==> src/design/red_pkg.sv <==
// Shared types and constants for the row Euclidean distance block.
package red_pkg;

	localparam int ELEM_W  = 16;
	localparam int MAG_W   = 16;
	localparam int SQ_W    = 32;
	localparam int SUM_W   = 40;
	localparam int DIST_W  = 20;
	localparam int CFG_W   = 7;
	localparam int QDEPTH  = 4;
	localparam int QPTR_W  = 2;
	localparam int QLVL_W  = 3;
	localparam int REM_W   = 22;
	localparam int ITER_W  = 5;

	localparam logic [CFG_W-1:0]  COLUMN_COUNT_RST = 7'd64;
	localparam logic [SUM_W-1:0]  SUM_MAX          = {SUM_W{1'b1}};
	localparam logic [ITER_W-1:0] ITER_LAST        = 5'd19;
	localparam logic [QLVL_W-1:0] QLVL_FULL        = 3'd4;

	// Per-item control flowing down the front pipeline
	typedef struct packed {
		logic valid;
		logic clr;
		logic last;
	} red_ctl_t;

	// Row sum handed from the front to the queue
	typedef struct packed {
		logic             valid;
		logic [SUM_W-1:0] sum;
	} red_push_t;

	// Queue fill status seen by both sides
	typedef struct packed {
		logic [QLVL_W-1:0] level;
	} red_qstat_t;

	typedef enum logic [1:0] {
		SQ_IDLE,
		SQ_RUN,
		SQ_HOLD
	} red_sq_state_t;

	// Square root sequencer controls
	typedef struct packed {
		logic q_pop;
		logic start;
		logic step;
		logic give;
	} red_sq_ctl_t;

endpackage

==> src/design/red_front.sv <==
// Front part: item intake, target store, squared difference pipeline and row accumulator.
module red_front #(
	parameter int MAX_COLUMNS = 64
) (
	input  logic                            clk,
	input  logic                            arst_n,
	input  logic                            push,
	output logic                            full,
	input  logic                            mode,
	input  logic signed [red_pkg::ELEM_W-1:0] element,
	input  logic                            cfg_write,
	input  logic [red_pkg::CFG_W-1:0]       cfg_data,
	input  red_pkg::red_qstat_t             qstat,
	output red_pkg::red_push_t              qpush
);

	localparam int PW = (MAX_COLUMNS > 1) ? $clog2(MAX_COLUMNS) : 1;
	localparam int CW = ($clog2(MAX_COLUMNS + 1) > red_pkg::CFG_W) ?
		$clog2(MAX_COLUMNS + 1) : red_pkg::CFG_W;

	logic [red_pkg::CFG_W-1:0]  column_count_q;
	logic [PW-1:0]              load_pos_q;
	logic [PW-1:0]              col_pos_q;
	logic [red_pkg::ELEM_W-1:0] target_mem [MAX_COLUMNS];

	logic [CW-1:0] cfg_ext;
	logic [CW-1:0] eff;
	logic [CW-1:0] lp_ext;
	logic [CW-1:0] lp;
	logic [CW-1:0] cp_ext;
	logic [CW-1:0] cp;
	logic          lp_wrap;
	logic          cp_last;
	logic          accept;

	red_pkg::red_ctl_t           ctl_s1;
	red_pkg::red_ctl_t           ctl_s2;
	red_pkg::red_ctl_t           ctl_s3;
	logic [red_pkg::ELEM_W-1:0]  elem_s1;
	logic [red_pkg::ELEM_W-1:0]  tgt_s1;
	logic [red_pkg::MAG_W-1:0]   mag_s2;
	logic [red_pkg::SQ_W-1:0]    sq_s3;
	logic [red_pkg::SUM_W-1:0]   sum_q;

	logic signed [red_pkg::ELEM_W:0] diff;
	logic [red_pkg::ELEM_W:0]        mag;
	logic [red_pkg::SUM_W:0]         sum_add;
	logic [red_pkg::SUM_W-1:0]       sum_sat;
	logic [3:0]                      occupancy;

	// Hold the column count register
	always_ff @(posedge clk or negedge arst_n) begin
		if (!arst_n) begin
			column_count_q <= red_pkg::COLUMN_COUNT_RST;
		end else if (cfg_write) begin
			column_count_q <= cfg_data;
		end
	end

	// Clamp the column count and the two positions into range
	always_comb begin
		cfg_ext = CW'(column_count_q);
		if (cfg_ext == '0) begin
			eff = CW'(1);
		end else if (cfg_ext > CW'(MAX_COLUMNS)) begin
			eff = CW'(MAX_COLUMNS);
		end else begin
			eff = cfg_ext;
		end
		lp_ext  = CW'(load_pos_q);
		cp_ext  = CW'(col_pos_q);
		lp      = (lp_ext >= eff) ? eff - CW'(1) : lp_ext;
		cp      = (cp_ext >= eff) ? eff - CW'(1) : cp_ext;
		lp_wrap = (lp + CW'(1)) >= eff;
		cp_last = (cp + CW'(1)) >= eff;
	end

	// Count row results still in flight plus those already queued
	always_comb begin
		occupancy = 4'(qstat.level)
			+ 4'(ctl_s1.valid & ctl_s1.last & ~ctl_s1.clr)
			+ 4'(ctl_s2.valid & ctl_s2.last & ~ctl_s2.clr)
			+ 4'(ctl_s3.valid & ctl_s3.last & ~ctl_s3.clr);
		full = occupancy >= 4'(red_pkg::QLVL_FULL);
	end

	assign accept = push & ~full;

	// Advance load and column positions on each transfer
	always_ff @(posedge clk or negedge arst_n) begin
		if (!arst_n) begin
			load_pos_q <= '0;
			col_pos_q  <= '0;
		end else if (accept) begin
			if (!mode) begin
				load_pos_q <= lp_wrap ? '0 : PW'(lp + CW'(1));
				col_pos_q  <= '0;
			end else begin
				col_pos_q  <= cp_last ? '0 : PW'(cp + CW'(1));
			end
		end
	end

	// Write target on a load, read it on a feature
	always_ff @(posedge clk) begin
		if (accept && !mode) begin
			target_mem[lp[PW-1:0]] <= element;
		end
		if (accept && mode) begin
			tgt_s1 <= target_mem[cp[PW-1:0]];
		end
		if (accept) begin
			elem_s1 <= element;
		end
	end

	// Absolute difference
	always_comb begin
		diff = $signed({elem_s1[red_pkg::ELEM_W-1], elem_s1})
			- $signed({tgt_s1[red_pkg::ELEM_W-1], tgt_s1});
		mag  = diff[red_pkg::ELEM_W] ? (red_pkg::ELEM_W+1)'(-diff) : diff;
	end

	// Advance control through the pipeline
	always_ff @(posedge clk or negedge arst_n) begin
		if (!arst_n) begin
			ctl_s1 <= '0;
			ctl_s2 <= '0;
			ctl_s3 <= '0;
		end else begin
			ctl_s1.valid <= accept;
			ctl_s1.clr   <= ~mode;
			ctl_s1.last  <= cp_last;
			ctl_s2       <= ctl_s1;
			ctl_s3       <= ctl_s2;
		end
	end

	// Register magnitude, then its square
	always_ff @(posedge clk) begin
		mag_s2 <= mag[red_pkg::MAG_W-1:0];
		sq_s3  <= red_pkg::SQ_W'(mag_s2) * red_pkg::SQ_W'(mag_s2);
	end

	// Saturating accumulate
	always_comb begin
		sum_add = {1'b0, sum_q} + (red_pkg::SUM_W+1)'(sq_s3);
		sum_sat = sum_add[red_pkg::SUM_W] ? red_pkg::SUM_MAX : sum_add[red_pkg::SUM_W-1:0];
		qpush.valid = ctl_s3.valid & ~ctl_s3.clr & ctl_s3.last;
		qpush.sum   = sum_sat;
	end

	// Drop the sum on a load or at row end, otherwise take the new running total
	always_ff @(posedge clk or negedge arst_n) begin
		if (!arst_n) begin
			sum_q <= '0;
		end else if (ctl_s3.valid) begin
			if (ctl_s3.clr || ctl_s3.last) begin
				sum_q <= '0;
			end else begin
				sum_q <= sum_sat;
			end
		end
	end

endmodule

==> src/design/red_queue.sv <==
// Short queue of finished row sums between the front and the square root back part.
module red_queue (
	input  logic                       clk,
	input  logic                       arst_n,
	input  red_pkg::red_push_t         qpush,
	input  logic                       q_pop,
	output red_pkg::red_qstat_t        qstat,
	output logic [red_pkg::SUM_W-1:0]  q_sum
);

	logic [red_pkg::SUM_W-1:0]  entry_q [red_pkg::QDEPTH];
	logic [red_pkg::QPTR_W-1:0] wr_ptr_q;
	logic [red_pkg::QPTR_W-1:0] rd_ptr_q;
	logic [red_pkg::QLVL_W-1:0] level_q;

	// Store an incoming sum
	always_ff @(posedge clk) begin
		if (qpush.valid) begin
			entry_q[wr_ptr_q] <= qpush.sum;
		end
	end

	// Advance pointers and track fill level
	always_ff @(posedge clk or negedge arst_n) begin
		if (!arst_n) begin
			wr_ptr_q <= '0;
			rd_ptr_q <= '0;
			level_q  <= '0;
		end else begin
			if (qpush.valid) begin
				wr_ptr_q <= wr_ptr_q + red_pkg::QPTR_W'(1);
			end
			if (q_pop) begin
				rd_ptr_q <= rd_ptr_q + red_pkg::QPTR_W'(1);
			end
			level_q <= level_q + red_pkg::QLVL_W'(qpush.valid) - red_pkg::QLVL_W'(q_pop);
		end
	end

	assign q_sum       = entry_q[rd_ptr_q];
	assign qstat.level = level_q;

endmodule

==> src/design/red_back.sv <==
// Back part: digit-by-digit integer square root and the result register.
module red_back (
	input  logic                       clk,
	input  logic                       arst_n,
	input  red_pkg::red_qstat_t        qstat,
	input  logic [red_pkg::SUM_W-1:0]  q_sum,
	output logic                       q_pop,
	input  logic                       pop,
	output logic                       empty,
	output logic [red_pkg::DIST_W-1:0] distance
);

	red_pkg::red_sq_state_t state_q;
	red_pkg::red_sq_state_t state_d;
	red_pkg::red_sq_ctl_t   ctl;

	logic [red_pkg::SUM_W-1:0]  v_q;
	logic [red_pkg::REM_W-1:0]  rem_q;
	logic [red_pkg::DIST_W-1:0] root_q;
	logic [red_pkg::ITER_W-1:0] iter_q;
	logic                       out_valid_q;
	logic [red_pkg::DIST_W-1:0] distance_q;

	logic [red_pkg::REM_W-1:0]  rem_sh;
	logic [red_pkg::REM_W-1:0]  trial;
	logic                       fits;
	logic                       out_take;

	assign out_take = pop & out_valid_q;

	// Next state
	always_comb begin
		state_d = state_q;
		case (state_q)
			red_pkg::SQ_IDLE: begin
				if (qstat.level != '0) begin
					state_d = red_pkg::SQ_RUN;
				end
			end
			red_pkg::SQ_RUN: begin
				if (iter_q == '0) begin
					state_d = red_pkg::SQ_HOLD;
				end
			end
			red_pkg::SQ_HOLD: begin
				if (!out_valid_q || out_take) begin
					state_d = red_pkg::SQ_IDLE;
				end
			end
			default: begin
				state_d = red_pkg::SQ_IDLE;
			end
		endcase
	end

	// Sequencer outputs
	always_comb begin
		ctl = '0;
		case (state_q)
			red_pkg::SQ_IDLE: begin
				ctl.q_pop = qstat.level != '0;
				ctl.start = qstat.level != '0;
			end
			red_pkg::SQ_RUN: begin
				ctl.step = 1'b1;
			end
			red_pkg::SQ_HOLD: begin
				ctl.give = !out_valid_q || out_take;
			end
			default: begin
				ctl = '0;
			end
		endcase
	end

	always_ff @(posedge clk or negedge arst_n) begin
		if (!arst_n) begin
			state_q <= red_pkg::SQ_IDLE;
		end else begin
			state_q <= state_d;
		end
	end

	// One root bit per step: bring down two radicand bits and try to subtract
	always_comb begin
		rem_sh = {rem_q[red_pkg::REM_W-3:0], v_q[red_pkg::SUM_W-1 -: 2]};
		trial  = {root_q, 2'b01};
		fits   = rem_sh >= trial;
	end

	always_ff @(posedge clk) begin
		if (ctl.start) begin
			v_q    <= q_sum;
			rem_q  <= '0;
			root_q <= '0;
			iter_q <= red_pkg::ITER_LAST;
		end else if (ctl.step) begin
			v_q    <= {v_q[red_pkg::SUM_W-3:0], 2'b00};
			rem_q  <= fits ? rem_sh - trial : rem_sh;
			root_q <= {root_q[red_pkg::DIST_W-2:0], fits};
			iter_q <= iter_q - red_pkg::ITER_W'(1);
		end
		if (ctl.give) begin
			distance_q <= root_q;
		end
	end

	// Hold the result until the receiver transfers it
	always_ff @(posedge clk or negedge arst_n) begin
		if (!arst_n) begin
			out_valid_q <= 1'b0;
		end else if (ctl.give) begin
			out_valid_q <= 1'b1;
		end else if (out_take) begin
			out_valid_q <= 1'b0;
		end
	end

	assign q_pop    = ctl.q_pop;
	assign empty    = ~out_valid_q;
	assign distance = distance_q;

endmodule

==> src/design/row_euclidean_distance_core.sv <==
// Top level of the row Euclidean distance block.
//
// Usage: items enter through a queue-style port (push / full, fields mode and
// element). A mode 0 item writes the next entry of the target vector and drops
// any partial row; a mode 1 item is the next feature of the current row. At
// the last column the row's sum of squared differences goes to the square root
// unit and the floor root appears on distance while empty is low; pop
// transfers it.
// cfg_write / cfg_data set the column count (0 acts as 1, above MAX_COLUMNS
// acts as MAX_COLUMNS); write it only while the block is idle.
// A row's last feature passes three pipeline stages, the queue, 20 root steps
// and a hold state before its result appears on distance.
// Throughput: one item per cycle while full is low; the root unit works on
// one row sum at a time, so short rows are limited by that unit, with up to
// four row sums buffered ahead of it.
// Reset clears positions, the sum, the queue and the result valid flag and
// sets the column count to 64; the target store and distance are not cleared.
// When the receiver stalls, the result holds, the root unit and queue fill,
// and full rises once four row sums are queued or in flight.
module row_euclidean_distance_core #(
	parameter int MAX_COLUMNS = 64
) (
	input  logic                              clk,
	input  logic                              arst_n,
	input  logic                              push,
	output logic                              full,
	input  logic                              mode,
	input  logic signed [red_pkg::ELEM_W-1:0] element,
	output logic                              empty,
	input  logic                              pop,
	output logic [red_pkg::DIST_W-1:0]        distance,
	input  logic                              cfg_write,
	input  logic [red_pkg::CFG_W-1:0]         cfg_data
);

	red_pkg::red_push_t        qpush;
	red_pkg::red_qstat_t       qstat;
	logic [red_pkg::SUM_W-1:0] q_sum;
	logic                      q_pop;

	red_front #(
		.MAX_COLUMNS(MAX_COLUMNS)
	) u_front (
		.clk       (clk),
		.arst_n    (arst_n),
		.push      (push),
		.full      (full),
		.mode      (mode),
		.element   (element),
		.cfg_write (cfg_write),
		.cfg_data  (cfg_data),
		.qstat     (qstat),
		.qpush     (qpush)
	);

	red_queue u_queue (
		.clk    (clk),
		.arst_n (arst_n),
		.qpush  (qpush),
		.q_pop  (q_pop),
		.qstat  (qstat),
		.q_sum  (q_sum)
	);

	red_back u_back (
		.clk      (clk),
		.arst_n   (arst_n),
		.qstat    (qstat),
		.q_sum    (q_sum),
		.q_pop    (q_pop),
		.pop      (pop),
		.empty    (empty),
		.distance (distance)
	);

endmodule

==> config.mk <==
export PLATFORM = sky130hd
export DESIGN_NAME = row_euclidean_distance_core
export DESIGN_NICKNAME = d
export VERILOG_FILES = /design/src/design/red_pkg.sv /design/src/design/red_front.sv /design/src/design/red_queue.sv /design/src/design/red_back.sv /design/src/design/row_euclidean_distance_core.sv
export SDC_FILE = /design/constraint.sdc
export NUM_CORES = 2
export LEC_CHECK = 0
export CAP_MARGIN = 20
export CORE_ASPECT_RATIO = 0.8
export CORE_UTILIZATION = 30
export CTS_BUF_LIST = sky130_fd_sc_hd__clkbuf_8 sky130_fd_sc_hd__clkbuf_16
export DETAILED_ROUTE_END_ITERATION = 10
export DONT_BUFFER_PORTS = 1
export GPL_TIMING_DRIVEN = 0
export MAX_ROUTING_LAYER = met4
export PLACE_DENSITY = 0.49
export SETUP_SLACK_MARGIN = 0.5
export SLEW_MARGIN = 20
export SYNTH_ARGS = -nofsm -noshare
export SYNTH_HDL_FRONTEND = slang
export SYNTH_SLANG_ARGS = --single-unit
==> constraint.sdc <==
create_clock -name clk -period 10.1 [get_ports clk]
set_clock_uncertainty 0.1 [all_clocks]
set_input_delay 0 -clock clk [delete_from_list [all_inputs] [get_ports clk]]
set_output_delay 0 -clock clk [all_outputs]
set_load 0.03 [all_outputs]
==> summary.txt <==
Die
  • Initial Util: between 30 and 40%
  • Die area: 224000 sq um
  • Core region area: approximately 220000 sq um
  • Vert. Die Dim: between 400 and 500 um
  • Die extent in x: 529 um
  • I/O pins: between 50 and 60
  • Cell Rows: 154

Synthesis
  • Fraction of the yosys area taken by sequential cells: about 63%
  • Mapped Nets: 5290
  • Syn Area/Cell: 13.6 sq um
  • Seq cells post-synth: between 1000 and 1500
  • EDFF count, synth: 1276
  • Synthesized area: 66600 sq um
  • Post-synth ARST share: 5.39%
  • Mapped Cells: 4886
  • Synthesis Warnings: 0
  • Biggest area consumer among synthesized cells: edfxtp_1
  • Synth top area share: 57.5%
  • Commonest cells post-synth: 1276 x edfxtp_1, 729 x nand2_1, 340 x inv_1
  • Post-synth cell types: 86
  • Top cells by area, synth: edfxtp_1 58%, fa_1 5.0%, nand2_1 4.1%, ha_1 3.9%, mux4_2 3.6%
  • Most numerous cell in the Yosys netlist: edfxtp_1
  • Predominant post-synthesis flop cell: edfxtp_1

Clocking
  • Num CTS Buffers: around 160
  • Number of setup buffers added after CTS: 0
  • Clk buf depth: 4
  • Clock slew at reported path FFs: 60 ps
  • Worst skew pair latency: 870 ps
  • Num Clock Sinks: 1446
  • Clock root buffer: clkbuf_16
  • H-tree depth: 4
  • CTS tree: built

Critical path
  • CP max stage delay: 580 ps
  • CP max-delay cell: nor4_1
  • Worst Path Arrival: 8420 ps
  • Req. time, crit path: about 11000 ps
  • WS Path Type: flip-flop to flip-flop
  • FF-to-FF Start: u_front.mag_s2[1]$_DFF_P_
  • Worst Setup End Kind: flip-flop
  • Critical Path Source: u_front.mag_s2[1]$_DFF_P_
  • CP dominant cell by count: fa_1
  • CP max FO: 11
  • Startpoint Class: flip-flop

Worst hold path
  • Hold WC Path Type: input port to flip-flop
  • Hold_sp: cfg_write

STA
  • Setup_tns: 0 ps
  • Final Max Tran Viols: 0
  • Rel. slew slack: between 20% and 30%
  • Unrepaired setup endpoints after global routing: false
  • Setup violations, final: 0
  • F_max: about 0.13 GHz
  • Final period util: 77.5%
  • Slew of the pin with the lowest slew margin: around 1200 ps
  • Final hold vios: 0
  • Final min period: 7820 ps

Placement
  • Port Buffer Count: 0
  • Detailed Place HPWL: 131000 um
  • RePlAce Congestion: ~0.86

Global routing
  • Largest net degree at the start of global routing: 78
  • GRT Residual Overflow: 0
  • Initial antenna violation count: 25
  • First-pass GRT wire length: around 280000 um
  • Vias in the first global route: 40400
  • GRT Util Overall: 17.6%

Drt
  • WL/cell: 23.2 um
  • Post-route DRC: 0
  • Routed Wire Length: 192000 um
  • Via count: between 40000 and 50000
  • Routed Antenna Nets: 0
  • Pre-antenna DRT Iters: 5
  • Avg Vias per Cell: 4.96
  • DR iter-0 viols: 4501

Outcome
  • Outcome: completed

Cells and area
  • Area Overhead vs Synth: 16.0%
  • Layout cells sized above 1: 11.3%
  • Nets: 5570

Job
  • Max-cap violations: 0
[layout by cell type, fill, tap and decap left out, types with 17 or more instances in the layout]
| cell | n |
|---|---|
| edfxtp_1 | 1276 |
| nand2_1 | 729 |
| inv_1 | 379 |
| nand3_1 | 249 |
| mux2i_1 | 215 |
| ha_1 | 210 |
| fa_1 | 165 |
| clkbuf_16 | 165 |
| a21oi_1 | 142 |
| nor2_1 | 134 |
| clkbuf_1 | 109 |
| o21ai_0 | 108 |
| mux4_2 | 106 |
| dfxtp_1 | 92 |
| xnor2_1 | 91 |
| dfrtp_1 | 77 |
| nor2_2 | 63 |
| o22ai_1 | 58 |
| buf_2 | 53 |
| and2_1 | 45 |
| a21o_1 | 43 |
| a22o_1 | 43 |
| nand4_1 | 39 |
| nor3_1 | 38 |
| dlygate4sd3_1 | 38 |
| buf_8 | 38 |
| xor2_1 | 36 |
| nand2b_1 | 35 |
| buf_6 | 33 |
| o21ai_1 | 26 |
| clkinv_2 | 24 |
| clkinv_1 | 24 |
| nor2b_1 | 23 |
| a31oi_1 | 21 |
| or3_1 | 21 |
| a22oi_1 | 20 |
| o211ai_1 | 18 |
| buf_16 | 18 |
| buf_1 | 17 |
[per-layer routing]
layer	GRT usage [%]	up-vias	share of wire, %
li1	-	18400	-
met5	-	-	0
met2	24.3	1356	41
met3	3.87	197	8.3
met4	3.32	0	1.6
met1	26.4	21000	49
[worst max-delay path, delay by kind of cell, from the launching register on]
kind            cells  cell delay, ps
fa+ha+maj           7            3300
simple gates        4            1070
buf+inv             7            1200
xor+xnor            1             140
flops               1             300
compound gates      6            1640
[per-stage QoR]
step	instance area [sq um]	util, %	cells	hold WS, ps	setup slack [ps]
2_1_floorplan	66600	-	4886	-396	3840
3_3_place_gp	70300	31.9	7850	-378	1960
3_5_place_dp	71400	32.4	7910	-379	2270
4_1_cts	77200	35.0	8242	5.47	2270
5_1_grt	77300	35.0	8253	74.2	1630
6_report	77300	35.1	8256	44.1	2280
[path summary, 6_finish.rpt]
path                                                  end  slack [ps]  cells past startpoint
max                             u_front.sq_s3[31]$_DFF_P_        2280                     25
min                        u_front.cfg_ext[6]$_DFFE_PN1P_          40                      3
max reg2reg                     u_front.sq_s3[31]$_DFF_P_        2280                     25
min reg2reg                   u_front.ctl_s3[1]$_DFF_PN0_         260                      0
max in group asynchronous   u_front.sum_q[25]$_DFFE_PN0P_        9000                      4
min in group asynchronous  u_front.cfg_ext[6]$_DFFE_PN1P_         270                      3
[sequential cells by signal, summed over array words and instances (netlist names), 5 cells and up]
register / count
u_front.sq_s3: 31
u_back.distance: 20
u_back.iter_q: 5
u_front.tgt_s1: 16
u_front.elem_s1: 16
u_queue.entry_q: 160
u_back.root_q: 20
u_front.col_pos_q: 6
u_front.load_pos_q: 6
u_front.sum_q: 40
u_front.target_mem: 1024
u_back.v_q: 40
u_back.rem_q: 20
u_front.cfg_ext: 7
u_front.mag_s2: 16
[repair_timing]
item	4_1_cts	5_1_grt
hold buffers	56	0
resized for setup	0	0
hold endpoints to repair	1176	0
[logic make-up (layout without fill, tap and decap cells)]
group                      Yosys count  in the layout  synth area share, %
muxes                              341            341                 7.18
AOI/OAI and AO/OA                  610            610                 5.97
adders and majority gates          375            375                 8.90
xor gates and xnor gates           128            128                 1.70
buffers and inverters              548            940                 3.38
DFF                               1446           1446                 63.2
other                                0             14                    0
and+or+nand+nor                   1438           1438                 9.64
[layout make-up]
class,count,area (sq um)
Fill cell,21500,143000
Tap cell,2964,3710
Timing Repair Buffer,116,1700
Multi-Input combinational cell,2892,22500
Clock buffer,165,4130
Inverter,345,1290
Antenna cell,14,35.0
Buffer,203,962
Sequential cell,1446,42100
Clock inverter,111,842
Power is not shown: default switching activity piles up to over one toggle a cycle in this logic, so the estimate is an artifact.
